## src/dlmsrd_pkg.sv

```systemverilog
package dlmsrd_pkg;

    // A-XDR type tags
    localparam logic [7:0] TY_STRUCT = 8'h02;
    localparam logic [7:0] TY_OCTETS = 8'h09;
    localparam logic [7:0] TY_U32    = 8'h06;
    localparam logic [7:0] TY_I16    = 8'h10;
    localparam logic [7:0] TY_U16    = 8'h12;
    localparam logic [7:0] TY_I8     = 8'h0f;
    localparam logic [7:0] TY_ENUM   = 8'h16;

    // Frame status codes
    localparam logic [2:0] ST_OK       = 3'd0;
    localparam logic [2:0] ST_SHORT    = 3'd1;
    localparam logic [2:0] ST_BADTAG   = 3'd2;
    localparam logic [2:0] ST_BADSTART = 3'd3;
    localparam logic [2:0] ST_UNKNOWN  = 3'd4;
    localparam logic [2:0] ST_TRUNC    = 3'd5;

    // Result kinds
    localparam logic RK_RECORD = 1'b0;
    localparam logic RK_STATUS = 1'b1;

    // Register indexes
    localparam logic REG_APDU_TAG  = 1'b0;
    localparam logic REG_THRESHOLD = 1'b1;

    localparam logic [7:0] APDU_TAG_RST  = 8'h0f;
    localparam logic [7:0] THRESHOLD_RST = 8'd10;

    localparam int MIN_FRAME    = 9;
    localparam int REGION_MIN   = 4;
    localparam int EXT_HDR_POS  = 5;
    localparam int HDR_SIZE_LEN = 2;

    localparam int OFFSET_W = 11;
    localparam int LENGTH_W = 12;
    localparam int OUT_TDATA_W = 56;

    typedef enum logic [6:0] {
        PH_HEADER = 7'b0000001,
        PH_TAG    = 7'b0000010,
        PH_COUNT  = 7'b0000100,
        PH_STRLEN = 7'b0001000,
        PH_SKIP   = 7'b0010000,
        PH_STRAY  = 7'b0100000,
        PH_ERROR  = 7'b1000000
    } phase_t;

    typedef enum logic [4:0] {
        S_IDLE  = 5'b00001,
        S_PROC  = 5'b00010,
        S_CLOSE = 5'b00100,
        S_REC   = 5'b01000,
        S_STAT  = 5'b10000
    } seq_t;

endpackage

```

## src/dlms_cosem_record_delimiter.sv

```systemverilog
// A payload byte that closes no element is accepted, then parsed.
// Closing an element walks the nesting stack through the decrement unit, one
// open struct per cycle. Each result then moves into the output register when free.
// Reset (aresetn low, synchronous) clears sequencer and parse state, sets
// apdu_tag to 0x0f and report_threshold to 10; the element count stack is not cleared.
module dlms_cosem_record_delimiter #(
    parameter int MAX_FRAME  = 2048,
    parameter int NEST_DEPTH = 8
) (
    input  logic        aclk,
    input  logic        aresetn,
    // APB configuration port
    input  logic        psel,
    input  logic        penable,
    input  logic        pwrite,
    input  logic [2:0]  paddr,
    input  logic [31:0] pwdata,
    output logic [31:0] prdata,
    output logic        pready,
    // input bytes
    input  logic        s_axis_tvalid,
    output logic        s_axis_tready,
    input  logic [7:0]  s_axis_tdata,   // [7:0] data_byte
    input  logic        s_axis_tlast,   // last_byte
    // results
    output logic        m_axis_tvalid,
    input  logic        m_axis_tready,
    // [10:0] record_offset, [22:11] record_length, [23] reportable,
    // [26:24] frame_status, [38:27] decoded_length, [50:39] stray_count, [55:51] zero
    output logic [dlmsrd_pkg::OUT_TDATA_W-1:0] m_axis_tdata,
    output logic        m_axis_tuser,   // result_kind
    output logic        m_axis_tlast    // last
);

    localparam int IDX_W = $clog2(MAX_FRAME + 1);
    localparam int NL_W  = $clog2(NEST_DEPTH + 1);
    localparam int SP_W  = (NEST_DEPTH > 1) ? $clog2(NEST_DEPTH) : 1;
    localparam int CMP_W = (IDX_W > 8) ? IDX_W : 8;

    // configuration
    logic [7:0] apdu_tag_reg, threshold_reg;
    logic       cfg_wr;

    // sequencer and parse state
    dlmsrd_pkg::seq_t   state_reg, state_next;
    dlmsrd_pkg::phase_t phase_reg, phase_next;
    logic [IDX_W-1:0]   byte_index_reg, byte_index_next;
    logic [IDX_W-1:0]   record_start_reg, record_start_next;
    logic [IDX_W-1:0]   region_bytes_reg, region_bytes_next;
    logic [8:0]         hskip_reg, hskip_next;
    logic [8:0]         prim_left_reg, prim_left_next;
    logic [NL_W-1:0]    nest_level_reg, nest_level_next;
    logic [2:0]         error_code_reg, error_code_next;
    logic [7:0]         byte_reg;
    logic               fin_reg;

    // element count stack
    logic [7:0]      stack_mem [NEST_DEPTH];
    logic            stk_we;
    logic [SP_W-1:0] stk_addr;
    logic [7:0]      stk_wdata;
    logic [SP_W-1:0] top_idx;
    logic [7:0]      top_dec;

    // output register
    logic                              m_valid_reg;
    logic [dlmsrd_pkg::OUT_TDATA_W-1:0] m_data_reg, m_data_next;
    logic                              m_kind_reg, m_kind_next;
    logic                              m_last_reg, m_last_next;
    logic                              out_free, out_load;

    // derived values
    logic [IDX_W-1:0] p;
    logic             bad_start;
    logic [CMP_W-1:0] rec_len;
    logic [2:0]       status;
    logic [IDX_W-1:0] dec_len, stray;

    assign pready = 1'b1;
    assign cfg_wr = psel & penable & pwrite & pready;
    assign prdata = (paddr[2] == dlmsrd_pkg::REG_THRESHOLD) ? {24'd0, threshold_reg}
                                                            : {24'd0, apdu_tag_reg};

    always_ff @(posedge aclk) begin
        if (!aresetn) begin
            apdu_tag_reg  <= dlmsrd_pkg::APDU_TAG_RST;
            threshold_reg <= dlmsrd_pkg::THRESHOLD_RST;
        end else if (cfg_wr) begin
            if (paddr[2] == dlmsrd_pkg::REG_THRESHOLD) begin
                threshold_reg <= pwdata[7:0];
            end else begin
                apdu_tag_reg <= pwdata[7:0];
            end
        end
    end

    assign s_axis_tready = (state_reg == dlmsrd_pkg::S_IDLE);

    assign p         = byte_index_reg;
    assign top_idx   = SP_W'(nest_level_reg - NL_W'(1));
    assign top_dec   = stack_mem[top_idx] - 8'd1;
    assign bad_start = (region_bytes_reg == IDX_W'(0) && byte_reg != dlmsrd_pkg::TY_STRUCT) ||
                       (region_bytes_reg == IDX_W'(2) && byte_reg != dlmsrd_pkg::TY_OCTETS) ||
                       (region_bytes_reg == IDX_W'(3) && byte_reg != dlmsrd_pkg::TY_U32);

    assign rec_len = CMP_W'(byte_index_reg) - CMP_W'(record_start_reg);
    assign dec_len = record_start_reg - (byte_index_reg - region_bytes_reg);
    assign stray   = region_bytes_reg - dec_len;

    always_comb begin
        if (32'(byte_index_reg) < dlmsrd_pkg::MIN_FRAME) begin
            status = dlmsrd_pkg::ST_SHORT;
        end else if (error_code_reg == dlmsrd_pkg::ST_BADTAG) begin
            status = dlmsrd_pkg::ST_BADTAG;
        end else if (phase_reg == dlmsrd_pkg::PH_HEADER ||
                     32'(region_bytes_reg) < dlmsrd_pkg::REGION_MIN) begin
            status = dlmsrd_pkg::ST_SHORT;
        end else if (error_code_reg != dlmsrd_pkg::ST_OK) begin
            status = error_code_reg;
        end else if (nest_level_reg != NL_W'(0) || phase_reg == dlmsrd_pkg::PH_COUNT ||
                     phase_reg == dlmsrd_pkg::PH_STRLEN || phase_reg == dlmsrd_pkg::PH_SKIP) begin
            status = dlmsrd_pkg::ST_TRUNC;
        end else begin
            status = dlmsrd_pkg::ST_OK;
        end
    end

    assign out_free = ~m_valid_reg | m_axis_tready;

    always_comb begin
        state_next        = state_reg;
        phase_next        = phase_reg;
        byte_index_next   = byte_index_reg;
        record_start_next = record_start_reg;
        region_bytes_next = region_bytes_reg;
        hskip_next        = hskip_reg;
        prim_left_next    = prim_left_reg;
        nest_level_next   = nest_level_reg;
        error_code_next   = error_code_reg;
        stk_we            = 1'b0;
        stk_addr          = top_idx;
        stk_wdata         = top_dec;
        out_load          = 1'b0;
        m_data_next       = '0;
        m_kind_next       = dlmsrd_pkg::RK_RECORD;
        m_last_next       = 1'b1;

        unique case (state_reg)
            dlmsrd_pkg::S_IDLE: begin
                if (s_axis_tvalid) begin
                    state_next = dlmsrd_pkg::S_PROC;
                end
            end

            dlmsrd_pkg::S_PROC: begin
                state_next = fin_reg ? dlmsrd_pkg::S_STAT : dlmsrd_pkg::S_IDLE;
                if (byte_index_reg < IDX_W'(MAX_FRAME)) begin
                    byte_index_next = byte_index_reg + IDX_W'(1);
                    if (phase_reg == dlmsrd_pkg::PH_HEADER) begin
                        if (p == IDX_W'(0)) begin
                            if (byte_reg != apdu_tag_reg) begin
                                error_code_next = dlmsrd_pkg::ST_BADTAG;
                                phase_next      = dlmsrd_pkg::PH_ERROR;
                            end
                        end else if (p == IDX_W'(dlmsrd_pkg::EXT_HDR_POS)) begin
                            hskip_next = {1'b0, byte_reg} + 9'(dlmsrd_pkg::HDR_SIZE_LEN);
                        end else if (p > IDX_W'(dlmsrd_pkg::EXT_HDR_POS)) begin
                            hskip_next = hskip_reg - 9'd1;
                            if (hskip_reg == 9'd1) begin
                                phase_next        = dlmsrd_pkg::PH_TAG;
                                record_start_next = p + IDX_W'(1);
                            end
                        end
                    end else if (error_code_reg != dlmsrd_pkg::ST_BADTAG) begin
                        region_bytes_next = region_bytes_reg + IDX_W'(1);
                        if (error_code_reg == dlmsrd_pkg::ST_OK && bad_start) begin
                            error_code_next = dlmsrd_pkg::ST_BADSTART;
                            phase_next      = dlmsrd_pkg::PH_ERROR;
                        end else begin
                            case (phase_reg)
                                dlmsrd_pkg::PH_TAG: begin
                                    if (nest_level_reg == NL_W'(0)) begin
                                        phase_next = (byte_reg == dlmsrd_pkg::TY_STRUCT) ?
                                                     dlmsrd_pkg::PH_COUNT : dlmsrd_pkg::PH_STRAY;
                                    end else begin
                                        case (byte_reg)
                                            dlmsrd_pkg::TY_STRUCT: phase_next = dlmsrd_pkg::PH_COUNT;
                                            dlmsrd_pkg::TY_OCTETS: phase_next = dlmsrd_pkg::PH_STRLEN;
                                            dlmsrd_pkg::TY_U32: begin
                                                prim_left_next = 9'd4;
                                                phase_next     = dlmsrd_pkg::PH_SKIP;
                                            end
                                            dlmsrd_pkg::TY_I16, dlmsrd_pkg::TY_U16: begin
                                                prim_left_next = 9'd2;
                                                phase_next     = dlmsrd_pkg::PH_SKIP;
                                            end
                                            dlmsrd_pkg::TY_I8, dlmsrd_pkg::TY_ENUM: begin
                                                prim_left_next = 9'd1;
                                                phase_next     = dlmsrd_pkg::PH_SKIP;
                                            end
                                            default: begin
                                                error_code_next = dlmsrd_pkg::ST_UNKNOWN;
                                                phase_next      = dlmsrd_pkg::PH_ERROR;
                                            end
                                        endcase
                                    end
                                end
                                dlmsrd_pkg::PH_COUNT: begin
                                    if (byte_reg == 8'd0) begin
                                        phase_next = dlmsrd_pkg::PH_TAG;
                                        state_next = dlmsrd_pkg::S_CLOSE;
                                    end else if (nest_level_reg >= NL_W'(NEST_DEPTH)) begin
                                        error_code_next = dlmsrd_pkg::ST_UNKNOWN;
                                        phase_next      = dlmsrd_pkg::PH_ERROR;
                                    end else begin
                                        // push the element count
                                        stk_we          = 1'b1;
                                        stk_addr        = SP_W'(nest_level_reg);
                                        stk_wdata       = byte_reg;
                                        nest_level_next = nest_level_reg + NL_W'(1);
                                        phase_next      = dlmsrd_pkg::PH_TAG;
                                    end
                                end
                                dlmsrd_pkg::PH_STRLEN: begin
                                    if (byte_reg == 8'd0) begin
                                        phase_next = dlmsrd_pkg::PH_TAG;
                                        state_next = dlmsrd_pkg::S_CLOSE;
                                    end else begin
                                        prim_left_next = {1'b0, byte_reg};
                                        phase_next     = dlmsrd_pkg::PH_SKIP;
                                    end
                                end
                                dlmsrd_pkg::PH_SKIP: begin
                                    prim_left_next = prim_left_reg - 9'd1;
                                    if (prim_left_reg == 9'd1) begin
                                        phase_next = dlmsrd_pkg::PH_TAG;
                                        state_next = dlmsrd_pkg::S_CLOSE;
                                    end
                                end
                                default: ;
                            endcase
                        end
                    end
                end
            end

            // pop finished structs, one level per cycle
            dlmsrd_pkg::S_CLOSE: begin
                if (nest_level_reg == NL_W'(0)) begin
                    state_next = dlmsrd_pkg::S_REC;
                end else begin
                    stk_we = 1'b1;
                    if (top_dec != 8'd0) begin
                        state_next = fin_reg ? dlmsrd_pkg::S_STAT : dlmsrd_pkg::S_IDLE;
                    end else begin
                        nest_level_next = nest_level_reg - NL_W'(1);
                    end
                end
            end

            dlmsrd_pkg::S_REC: begin
                if (out_free) begin
                    out_load          = 1'b1;
                    m_kind_next       = dlmsrd_pkg::RK_RECORD;
                    m_last_next       = ~fin_reg;
                    m_data_next[10:0] = dlmsrd_pkg::OFFSET_W'(record_start_reg);
                    m_data_next[22:11] = dlmsrd_pkg::LENGTH_W'(rec_len);
                    m_data_next[23]   = (rec_len > CMP_W'(threshold_reg));
                    record_start_next = byte_index_reg;
                    state_next        = fin_reg ? dlmsrd_pkg::S_STAT : dlmsrd_pkg::S_IDLE;
                end
            end

            dlmsrd_pkg::S_STAT: begin
                if (out_free) begin
                    out_load           = 1'b1;
                    m_kind_next        = dlmsrd_pkg::RK_STATUS;
                    m_last_next        = 1'b1;
                    m_data_next[26:24] = status;
                    if (status == dlmsrd_pkg::ST_OK) begin
                        m_data_next[38:27] = dlmsrd_pkg::LENGTH_W'(dec_len);
                        m_data_next[50:39] = dlmsrd_pkg::LENGTH_W'(stray);
                    end
                    // clear for the next frame
                    byte_index_next   = '0;
                    phase_next        = dlmsrd_pkg::PH_HEADER;
                    hskip_next        = '0;
                    nest_level_next   = '0;
                    prim_left_next    = '0;
                    record_start_next = '0;
                    region_bytes_next = '0;
                    error_code_next   = dlmsrd_pkg::ST_OK;
                    state_next        = dlmsrd_pkg::S_IDLE;
                end
            end

            default: state_next = dlmsrd_pkg::S_IDLE;
        endcase
    end

    always_ff @(posedge aclk) begin
        if (!aresetn) begin
            state_reg        <= dlmsrd_pkg::S_IDLE;
            phase_reg        <= dlmsrd_pkg::PH_HEADER;
            byte_index_reg   <= '0;
            record_start_reg <= '0;
            region_bytes_reg <= '0;
            hskip_reg        <= '0;
            prim_left_reg    <= '0;
            nest_level_reg   <= '0;
            error_code_reg   <= dlmsrd_pkg::ST_OK;
            m_valid_reg      <= 1'b0;
        end else begin
            state_reg        <= state_next;
            phase_reg        <= phase_next;
            byte_index_reg   <= byte_index_next;
            record_start_reg <= record_start_next;
            region_bytes_reg <= region_bytes_next;
            hskip_reg        <= hskip_next;
            prim_left_reg    <= prim_left_next;
            nest_level_reg   <= nest_level_next;
            error_code_reg   <= error_code_next;
            if (out_load) begin
                m_valid_reg <= 1'b1;
            end else if (m_axis_tready) begin
                m_valid_reg <= 1'b0;
            end
        end
    end

    always_ff @(posedge aclk) begin
        if (s_axis_tvalid && s_axis_tready) begin
            byte_reg <= s_axis_tdata;
            fin_reg  <= s_axis_tlast;
        end
        if (out_load) begin
            m_data_reg <= m_data_next;
            m_kind_reg <= m_kind_next;
            m_last_reg <= m_last_next;
        end
        if (stk_we) begin
            stack_mem[stk_addr] <= stk_wdata;
        end
    end

    assign m_axis_tvalid = m_valid_reg;
    assign m_axis_tdata  = m_data_reg;
    assign m_axis_tuser  = m_kind_reg;
    assign m_axis_tlast  = m_last_reg;

    a_nest_bound: assert property (@(posedge aclk) disable iff (!aresetn)
        nest_level_reg <= NL_W'(NEST_DEPTH))
        else $error("nesting level beyond stack depth");

    a_header_no_region: assert property (@(posedge aclk) disable iff (!aresetn)
        phase_reg == dlmsrd_pkg::PH_HEADER |-> region_bytes_reg == '0)
        else $error("region bytes counted during header");

    a_skip_clear: assert property (@(posedge aclk) disable iff (!aresetn)
        phase_reg != dlmsrd_pkg::PH_HEADER |-> hskip_reg == '0)
        else $error("header skip left over after header");

    a_status_last: assert property (@(posedge aclk) disable iff (!aresetn)
        m_valid_reg && m_kind_reg == dlmsrd_pkg::RK_STATUS |-> m_last_reg)
        else $error("status result not marked last");

    a_close_busy: assert property (@(posedge aclk) disable iff (!aresetn)
        state_reg == dlmsrd_pkg::S_CLOSE |-> !s_axis_tready && phase_reg == dlmsrd_pkg::PH_TAG)
        else $error("close walk outside tag phase");

endmodule

```

## config.mk

```make
export PLATFORM = sky130hd
export DESIGN_NAME = dlms_cosem_record_delimiter
export DESIGN_NICKNAME = d
export VERILOG_FILES = /design/src/dlmsrd_pkg.sv /design/src/dlms_cosem_record_delimiter.sv
export SDC_FILE = /design/constraint.sdc
export NUM_CORES = 1
export LEC_CHECK = 0
export ABC_AREA = 1
export CAP_MARGIN = 20
export CELL_PAD_IN_SITES_DETAIL_PLACEMENT = 1
export CELL_PAD_IN_SITES_GLOBAL_PLACEMENT = 1
export CORE_ASPECT_RATIO = 0.5
export CORE_MARGIN = 5
export CORE_UTILIZATION = 40
export CTS_CLUSTER_SIZE = 10
export DETAILED_ROUTE_END_ITERATION = 6
export DONT_BUFFER_PORTS = 1
export PLACE_DENSITY = 0.78
export SLEW_MARGIN = 5
export SYNTH_ARGS = -nofsm -noshare
export SYNTH_HDL_FRONTEND = slang
export SYNTH_SLANG_ARGS = --single-unit
```

## constraint.sdc

```tcl
create_clock -name aclk -period 4.1 [get_ports aclk]
set_input_delay 0.615 -clock aclk [delete_from_list [all_inputs] [get_ports aclk]]
set_output_delay 0.615 -clock aclk [all_outputs]
set_load 0.005 [all_outputs]
```

==> summary.txt, run 1 <==
Run status
  – Outcome: complete, no violations

Pwr
  – Power Density: 612.5 mW/mm^2
  – Maximum VDD drop: ~0.00029 V
  – Cell leakage power: ~6.3 nW

Worst hold path
  – Worst hold path class: in -> reg
  – Hold EP: byte_reg[7]
  – Hold Path Origin: s_axis_tdata[7]
  – Hold path cells: 0

Timing
  – Unrepaired setup endpoints after global routing: no
  – Final hold violation count: 0
  – Final worst slack: 253.0 ps
  – Fin Clk Skew: 11.67 ps
  – Worst slew margin: 0.3675
  – Hold WS: 178.3 ps
  – Final setup fails: 0
  – Post-layout min period: around 3800 ps
  – Max Fclk: 259.9 MHz
  – Final period util: 0.9383
  – Slew @ Worst Pin: 938.9 ps
  – Final TNS setup: 0 ps
  – Final Max Slew Viols: 0

Clock tree
  – Clk_lat worst skew: 530 ps
  – CTS H-tree depth: 1
  – CTS tree: built
  – Clock net sink count: ~220
  – Root Buffer: clkbuf_16
  – Hold Buf Count CTS: 0
  – Max clock buf depth: 3
  – Cts bufs inserted: 25
  – Clock-pin slew on the worst setup and hold paths: 60 ps

Synthesis
  – Asr flop ratio synth: 0
  – Post-Synth Adder-Cell Area: 0.07963
  – Synth Flop Type: edfxtp_1
  – XOR/XNOR Fraction of Synth Area: 0.03772
  – Synth Cell Area: 0.01317 sq mm
  – Register area share after synthesis: 0.4242
  – YS warnings: 0
  – Largest family of logic cells by synthesized area: simple AND/OR/NAND/NOR gates
  – EDFF count, synth: 126
  – Cells after Synth: 1685
  – Post-synth top area share: 0.2873
  – Mapped Avg Cell Area: 7.815 sq um
  – Simple-gate area share of the yosys netlist: 0.2447
  – Post-synthesis mux area share: 0
  – Synth area leaders: edfxtp_1 (29%), dfxtp_1 (14%), nand2_1 (9.7%)
  – Library cells used by synthesis: between 50 and 60
  – Post-synthesis compound-gate area fraction: 0.1069
  – #FFs+latches synth: 216
  – Largest area contributor in the netlist: edfxtp_1

Die
  – Initial Util: 0.4020
  – I/O pin total: 144
  – Die height: around 140 microns
  – Core area: 0.03276 sq mm
  – Die width: 266.6 microns
  – Row cnt: 47
  – Die ar.: 0.03687 sq mm

Detailed routing
  – Wire per inst: 17.60 microns
  – Vias per inst: 5.202
  – Vias: 11230
  – DRC: 0
  – TritonRoute pass-1 iters: 4
  – Final WL: ~38000 microns
  – Post-DRT Antenna Nets: 0
  – DR iter-0 viols: 585

Final layout
  – Top reg by flops: stack_mem
  – Nets: 1828
  – Fraction of final layout cells with drive strength greater than 1: 0.05530
  – Commonest cells after routing, fill and taps aside: nand2_1 (339), inv_1 (248), nor2_1 (187)
  – Diodes inserted: 0
  – Area added between synthesis and finish: 9.112%
  – Most common cell after layout, fill and taps aside: nand2_1
  – Max FFs per register: 64

Setup path
  – Arr. time, crit path: between 4000 and 5000 ps
  – Startpoint class of the critical path: register
  – Largest stage delay, worst path: 410 ps
  – CP endpoint kind: register
  – Crit-path cells: inv_1 > ha_1 > inv_1 > ha_1 > inv_1 > fa_1 > xor2_1 > ha_1 > nand2_1 > o21ai_0 > a21oi_1 > o21ai_0 > nand3_1 > nand2_1 > nand2_1 > nand2_1 > nand2_1 > a21oi_1 > nor2_1
  – Critical Path RT: 4390 ps
  – Max FO, Critical Path: 5
  – R2r endpoint: m_axis_tdata[50]
  – Cell repeated most along the worst path: nand2_1
  – R2r setup slk: 250 ps
  – Crit Path Category: reg -> reg
  – Critical Path Slowest Stage Cell: fa_1
  – Reg2Reg Depth: 19
  – Reg2reg start: region_bytes_reg[0]

Placed design
  – Dpl ws: 218.1 ps
  – Port Buffers: 0
  – Post-DP HPWL: approximately 28000 microns
  – Routability cong.: 0.8576

Global routing
  – Vias in the first global route: 11410
  – Met3 GRT Util: 0.03036
  – GRT Overall Usage: 0.2014
  – Layer with the highest usage: met2
  – Largest net degree at the start of global routing: 56
  – GR Overflow Total: 0
  – First-pass GRT wire length: 61200 microns
  – M2 GR Usage: 0.3461
  – GR Util met1: 0.2683
  – Initial antenna violation count: 0

Flow run
  – Max_cap viols: 0
[power breakdown]
part	total, W	switching (W)	internal, W
Combinational	0.00397	0.00272	0.00125
Sequential	0.00281	0.000121	0.00269
Clock	0.00202	0.000878	0.00114
[synthesized netlist by cell type, drive strengths merged (2+ instances only)]
library cell and count:
a31oi 10, a2bb2oi 3, o22ai 11, ha 63, inv 257, clkbuf 22
nor2 194, o211ai 4, conb 2, xnor2 13, nor3b 6, a21oi 105
edfxtp 126, xor2 42, a22oi 4, nand4 28, nand3 128, and3 2
o21ai 97, fa 13, nand3b 4, dfxtp 90, nor3 31, nand2 344
nor4 11, clkinv 3, a211oi 10, o21bai 3, buf 50
[metrics by stage]
stage / area [sq um] / util / power [W] / instances
final: 14370 / 0.4386 / 0.008801 / 2159
after detailed placement: 13640 / 0.4164 / 0.006805 / 2112
after CTS: 14340 / 0.4377 / 0.008867 / 2156
after floorplan: 13270 / - / 0.005760 / 1713
after global routing: 14370 / 0.4386 / 0.009508 / 2159
after global placement: 13640 / 0.4164 / 0.006646 / 2112
[area by class of cell]
type	instances	area, sq um
Tap cell	441	551.8
Inverter	260	979.7
Clock buffer	44	696.9
Timing Repair Buffer	33	260.3
Sequential cell	216	5585
Multi-Input combinational cell	1165	6294
Fill cell	4051	18390
[what timing repair did]
action | in CTS | in global routing
resized for setup | 0 | 2
endpoints found under the setup margin | 0 | 1
setup buffers | 0 | 3
[how the worst max path moves through the flow]
stage / slack [ps] / startpoint / end
after CTS: 200 / region_bytes_reg[5] / m_axis_tdata[50]
after global placement: 380 / region_bytes_reg[5] / m_axis_tdata[50]
final: 250 / region_bytes_reg[0] / m_axis_tdata[50]
after detailed placement: 220 / region_bytes_reg[5] / m_axis_tdata[50]
after global routing: 20 / region_bytes_reg[5] / m_axis_tdata[50]
after floorplan: 720 / region_bytes_reg[1] / m_axis_tdata[50]
[cells by family (layout without fill, tap and decap cells)]
| family | after synthesis | count (layout) |
|---|---|---|
| DFF | 216 | 216 |
| buffers and inverters | 332 | 337 |
| other | 2 | 30 |
| AOI/OAI and AO/OA | 255 | 255 |
| xor gates and xnor gates | 55 | 55 |
| and+or+nand+nor | 749 | 749 |
| adders and majority gates | 76 | 76 |
[routing by layer]
layer  vias up  routed length, microns
met5         -                       0
met4         0                     904
met3        62                    1497
met2       183                   18340
met1      5490                   17260
li1       5496                       -
[critical path: cells and delay by family (launching register included)]
family,cells,cell delay (ps)
adder cells (fa/ha/maj),4,1280
AO/OA/AOI/OAI,4,870
flip-flops,1,370
AND/OR/NAND/NOR,7,640
XOR/XNOR,1,210
buffers and inverters,3,260
No activity file was read; power rests on OpenSTA's default activity.
==> run 2, diff against run 1 <==
CELL_PAD_IN_SITES_DETAIL_PLACEMENT = 0   (was 1)
==> summary.txt, run 2 (synthesis gave the netlist of run 1 again) <==
Timing
  – Max Fclk: ~270 MHz
  – Final TNS setup: 0 ps
  – Fin Clk Skew: 17.93 ps
  – Hold WS: 186.5 ps
  – Post-layout min period: 3730 ps
  – Worst slew margin: 0.3822
  – Final Max Slew Viols: 0
  – Slew @ Worst Pin: 919.7 ps
  – Unrepaired setup endpoints after global routing: no
  – Final hold violation count: 0
  – Final period util: 0.9098
  – Final setup fails: 0

Run status
  – Outcome: complete, no violations

Detailed routing
  – TritonRoute pass-1 iters: 6
  – Vias per inst: 5.008
  – Final WL: 34000 microns
  – Post-DRT Antenna Nets: 0
  – DRC: 0
  – DR iter-0 viols: 703
  – Vias: between 10000 and 15000
  – Wire per inst: 15.74 microns

Final layout
  – FF+latch area: approximately 0.0056 sq mm
  – Top reg by flops: stack_mem
  – Max FFs per register: 64
  – Area added between synthesis and finish: 9.188%
  – Fraction of final layout cells with drive strength greater than 1: 0.05526
  – Commonest cells after routing, fill and taps aside: nand2_1 (339), inv_1 (248), nor2_1 (187)
  – Filler Cells Inserted: 3321
  – Most common cell after layout, fill and taps aside: nand2_1
  – Nets: 1828
  – Diodes inserted: 0
  – Area of the multi-input gates: 0.006290 sq mm

Global routing
  – Vias in the first global route: 10030
  – First-pass GRT wire length: approximately 55000 microns
  – GRT Overall Usage: 0.1816
  – Initial antenna violation count: 0
  – Largest net degree at the start of global routing: 56
  – GR Overflow Total: 0

Placed design
  – Post-DP HPWL: approximately 25000 microns
  – Routability cong.: 0.8576
  – Port Buffers: 0

Die
  – Core area: 0.03276 sq mm
  – Die height: 138.3 microns
  – Die width: 266.6 microns
  – Die ar.: 0.03687 sq mm
  – Row cnt: 47
  – Initial Util: 0.4020
  – I/O pin total: 144

Clock tree
  – Clock-pin slew on the worst setup and hold paths: 60 ps
  – CTS tree: built
  – Clock net sink count: ~220
  – Hold Buf Count CTS: 0
  – Cts bufs inserted: 25
  – Max clock buf depth: 3
  – CTS H-tree depth: 1
  – Root Buffer: clkbuf_16
  – Clk_lat worst skew: 530 ps

Setup path
  – Startpoint class of the critical path: register
  – Arr. time, crit path: 4010 ps
  – Critical Path RT: between 4000 and 5000 ps
  – CP endpoint kind: register
  – Crit Path Category: reg -> reg
  – Max FO, Critical Path: 5

Pwr
  – Cell leakage power: between 6 and 7 nW
  – Maximum VDD drop: 0.0003038 V
  – Power Density: 601.8 mW/mm^2

Worst hold path
  – Worst hold path class: in -> reg

Flow run
  – Max_cap viols: 0
[run 2: cell count changes in the layout (fill, tap and decap cells not counted)]
cell / change
o21ai_1: +2
a21oi_1: +1
clkbuf_8: +1
a21oi_2: -1
o21ai_0: -2
[run 2: worst max-delay path, stage by stage, from the launching register on]
cell	delay, ps
dfxtp_1	440
clkinvlp_4	200
fa_1	500
inv_1	40
ha_1	350
a21oi_1	260
nand3_1	140
nand2_1	100
nand2_1	60
a21oi_1	200
o21ai_0	110
a21oi_1	160
xor2_1	240
ha_1	300
inv_1	80
o21bai_1	80
inv_1	70
nand3_1	70
nand2_1	60
nor2_1	40
[run 2: layout make-up]
type,instances,area share
flip-flops and latches,216,0.3885
multi-input cells,1165,0.4375
well taps,441,0.03838
clock buffers,45,0.04943
repair buffers,33,0.01810
inverters,260,0.06814
[run 2: repair_timing]
| item | in CTS | in global routing |
|---|---|---|
| setup buffers | 0 | 3 |
| setup endpoints to repair | 0 | 2 |
| resized for setup | 0 | 3 |
[run 2: metal layers]
metal	part of all wire	vias up	GRT usage
met2	0.47	210	0.3035
met1	0.47	5047	0.2529
met5	0	-	0
li1	-	5515	-
met3	0.046	45	0.02646
met4	0.020	0	0.03796
[run 2: worst paths after layout]
kind                        from               end  slack [ps]  cells after the start
max          region_bytes_reg[5]  m_axis_tdata[50]         370                     19
min              s_axis_tdata[2]       byte_reg[2]         190                      0
max reg2reg  region_bytes_reg[5]  m_axis_tdata[50]         370                     19
min reg2reg         phase_reg[2]      phase_reg[2]         480                      2
[run 2: per-stage QoR]
step	util	setup WS (ps)	power (W)	cell area, sq um	std cells
floorplan	-	717.3	0.005760	13270	1713
global placement	0.4164	378.0	0.006646	13640	2112
detailed placement	0.4164	311.1	0.006678	13640	2112
CTS	0.4381	267.8	0.008723	14350	2157
global route	0.4389	56.20	0.009387	14380	2160
finish	0.4389	369.9	0.008653	14380	2160
[run 2: report_power, final]
part	switching [W]	internal (W)
Combinational	0.00259	0.00125
Sequential	0.000116	0.00269
Clock	0.000855	0.00116
Total	0.00356	0.00509
==> run 3, diff against run 2 <==
MAX_ROUTING_LAYER = met4   (was not set)
PLACE_DENSITY = not set   (was 0.78)
PLACE_DENSITY_LB_ADDON = 0.1   (was not set)
==> summary.txt, run 3 (synthesis gave the netlist of run 1 again) <==
Pwr
  – Cell leakage power: 6.329 nW
  – Power Density: between 600 and 700 mW/mm^2
  – Clock Power Share: 0.234
  – Maximum VDD drop: ~0.00028 V
  – Total power: a little under 0.009 W
  – Seq pwr share: 0.324
  – Int Pwr: a little over 0.005 W
  – Psw: 0.003615 W
  – Sw frac: 0.4149
  – Logic gate share of total power: 0.443

Final layout
  – Filler Cells Inserted: 3261
  – Area added between synthesis and finish: 8.884%
  – Nets: ~1800
  – Top reg by flops: stack_mem
  – Most common cell after layout, fill and taps aside: nand2_1
  – Commonest cells after routing, fill and taps aside: nand2_1 (339), inv_1 (248), nor2_1 (187)
  – Max FFs per register: 64
  – Fraction of final layout cells with drive strength greater than 1: 0.05364
  – Design area: 0.01434 sq mm
  – Diodes inserted: 0

Global routing
  – First-pass GRT wire length: 57680 microns
  – GR Overflow Total: 0
  – Largest net degree at the start of global routing: 56
  – Initial antenna violation count: 0
  – Vias in the first global route: 10370
  – GRT Overall Usage: 0.1995

Detailed routing
  – TritonRoute pass-1 iters: 5
  – Vias per inst: 5.046
  – Wire per inst: 16.97 microns
  – DR iter-0 viols: ~800
  – Vias: 10880
  – Final WL: 36590 microns
  – Post-DRT Antenna Nets: 0
  – DRC: 0

Timing
  – Final hold violation count: 0
  – Hold WS: approximately 170 ps
  – Final setup fails: 0
  – Final TNS setup: 0 ps
  – Fin Clk Skew: 23.50 ps
  – Worst slew margin: 0.3733
  – Final worst slack: approximately 470 ps
  – Final period util: 0.8848
  – Unrepaired setup endpoints after global routing: no
  – Slew @ Worst Pin: approximately 940 ps
  – Post-layout min period: about 3600 ps
  – Max Fclk: 275.7 MHz
  – Final Max Slew Viols: 0

Clock tree
  – Max clock buf depth: 3
  – Clock-pin slew on the worst setup and hold paths: 60 ps
  – Hold Buf Count CTS: 0
  – Clock net sink count: roughly 220
  – Clk_lat worst skew: between 500 and 600 ps
  – CTS tree: built
  – Root Buffer: clkbuf_16
  – Cts bufs inserted: 25
  – Post-CTS Setup Bufs: 0
  – CTS H-tree depth: 1

Setup path
  – Crit Path Category: reg -> reg
  – WP buf/inv: 2
  – CP endpoint kind: register
  – Delay-heaviest family, CP: adder cells
  – Critical Path RT: 4380 ps
  – Cell repeated most along the worst path: nand2_1
  – CP Depth: 18
  – Critical Path Slowest Stage Cell: fa_1
  – Arr. time, crit path: 3910 ps
  – Largest stage delay, worst path: 500 ps
  – Startpoint class of the critical path: register
  – Reg2Reg Depth: 18
  – Crit-path cells: inv_1 > fa_1 > inv_1 > ha_1 > a21oi_1 > nand2_1 > xor2_1 > ha_1 > a21oi_1 > o21ai_0 > nand2_1 > nand2_1 > nand3_1 > nand3_1 > nand2_1 > nand2_1 > a21oi_1 > nor2_1
  – Max FO, Critical Path: 6

Die
  – Die ar.: roughly 0.037 sq mm
  – Die height: approximately 140 microns
  – Die width: ~270 microns
  – I/O pin total: 144
  – Initial Util: 0.4020
  – Core area: between 0.03 and 0.04 sq mm
  – Row cnt: 47

Placed design
  – Routability cong.: 0.9018
  – Post-DP HPWL: 27510 microns
  – Placement Cell Area: roughly 0.014 sq mm
  – Port Buffers: 0
  – Dpl ws: 355.3 ps

Flow run
  – Max_cap viols: 0

Run status
  – Outcome: complete, no violations

Worst hold path
  – Worst hold path class: in -> reg
  – Hold path cells: 0
==> run 3: path summary, 6_finish.rpt <==
check,from,to,slack (ps)
worst min-delay path,s_axis_tlast,fin_reg,170
worst min register to register,phase_reg[4],phase_reg[4],480
worst max register to register,region_bytes_reg[2],m_axis_tdata[49],470
worst max-delay path,region_bytes_reg[2],m_axis_tdata[49],470
==> run 3: layer usage <==
layer  vias to the layer above  wire (microns)  global-route usage
li1                       5504               -                   -
met1                      5103           17350              0.2707
met2                       221           16820              0.3207
met3                        52            1689             0.03125
met4                         0             727             0.03958
met5                         -               0                   -
==> run 3: area by class of cell <==
type | count | area [sq um] | share of cell area
multi-input cells | 1165 | 6290 | 0.4387
clock buffers | 43 | 703.2 | 0.04904
flip-flops and latches | 216 | 5585 | 0.3896
well taps | 441 | 551.8 | 0.03849
clock inverters | 1 | 8.758 | 0.0006109
inverters | 260 | 975.9 | 0.06807
repair buffers | 30 | 222.7 | 0.01553
==> run 3: timing repair <==
item,4_1_cts,5_1_grt
endpoints found under the setup margin,0,1
resized for setup,0,1
hold endpoints to repair,0,0
==> run 3: per-stage QoR <==
stage	instances	utilization
after floorplan	1713	-
after global placement	2111	0.4158
after detailed placement	2112	0.4160
after CTS	2156	0.4377
after global routing	2156	0.4377
final	2156	0.4377
==> run 3: power by group through the flow <==
stage	sequential (W)	clock [W]	combinational, W
floorplan	0.00280	0	0.00296
global route	0.00284	0.00222	0.00445
finish	0.00282	0.00203	0.00386
global placement	0.00286	0	0.00384
CTS	0.00282	0.00211	0.00389
detailed placement	0.00287	0	0.00387
==> run 3: worst register-to-register path: cells and delay by family (launching register included) <==
kind	cells	cell delay, ps
compound gates	4	690
flops	1	360
fa+ha+maj	3	1180
buf+inv	2	180
simple gates	8	720
xor+xnor	1	270
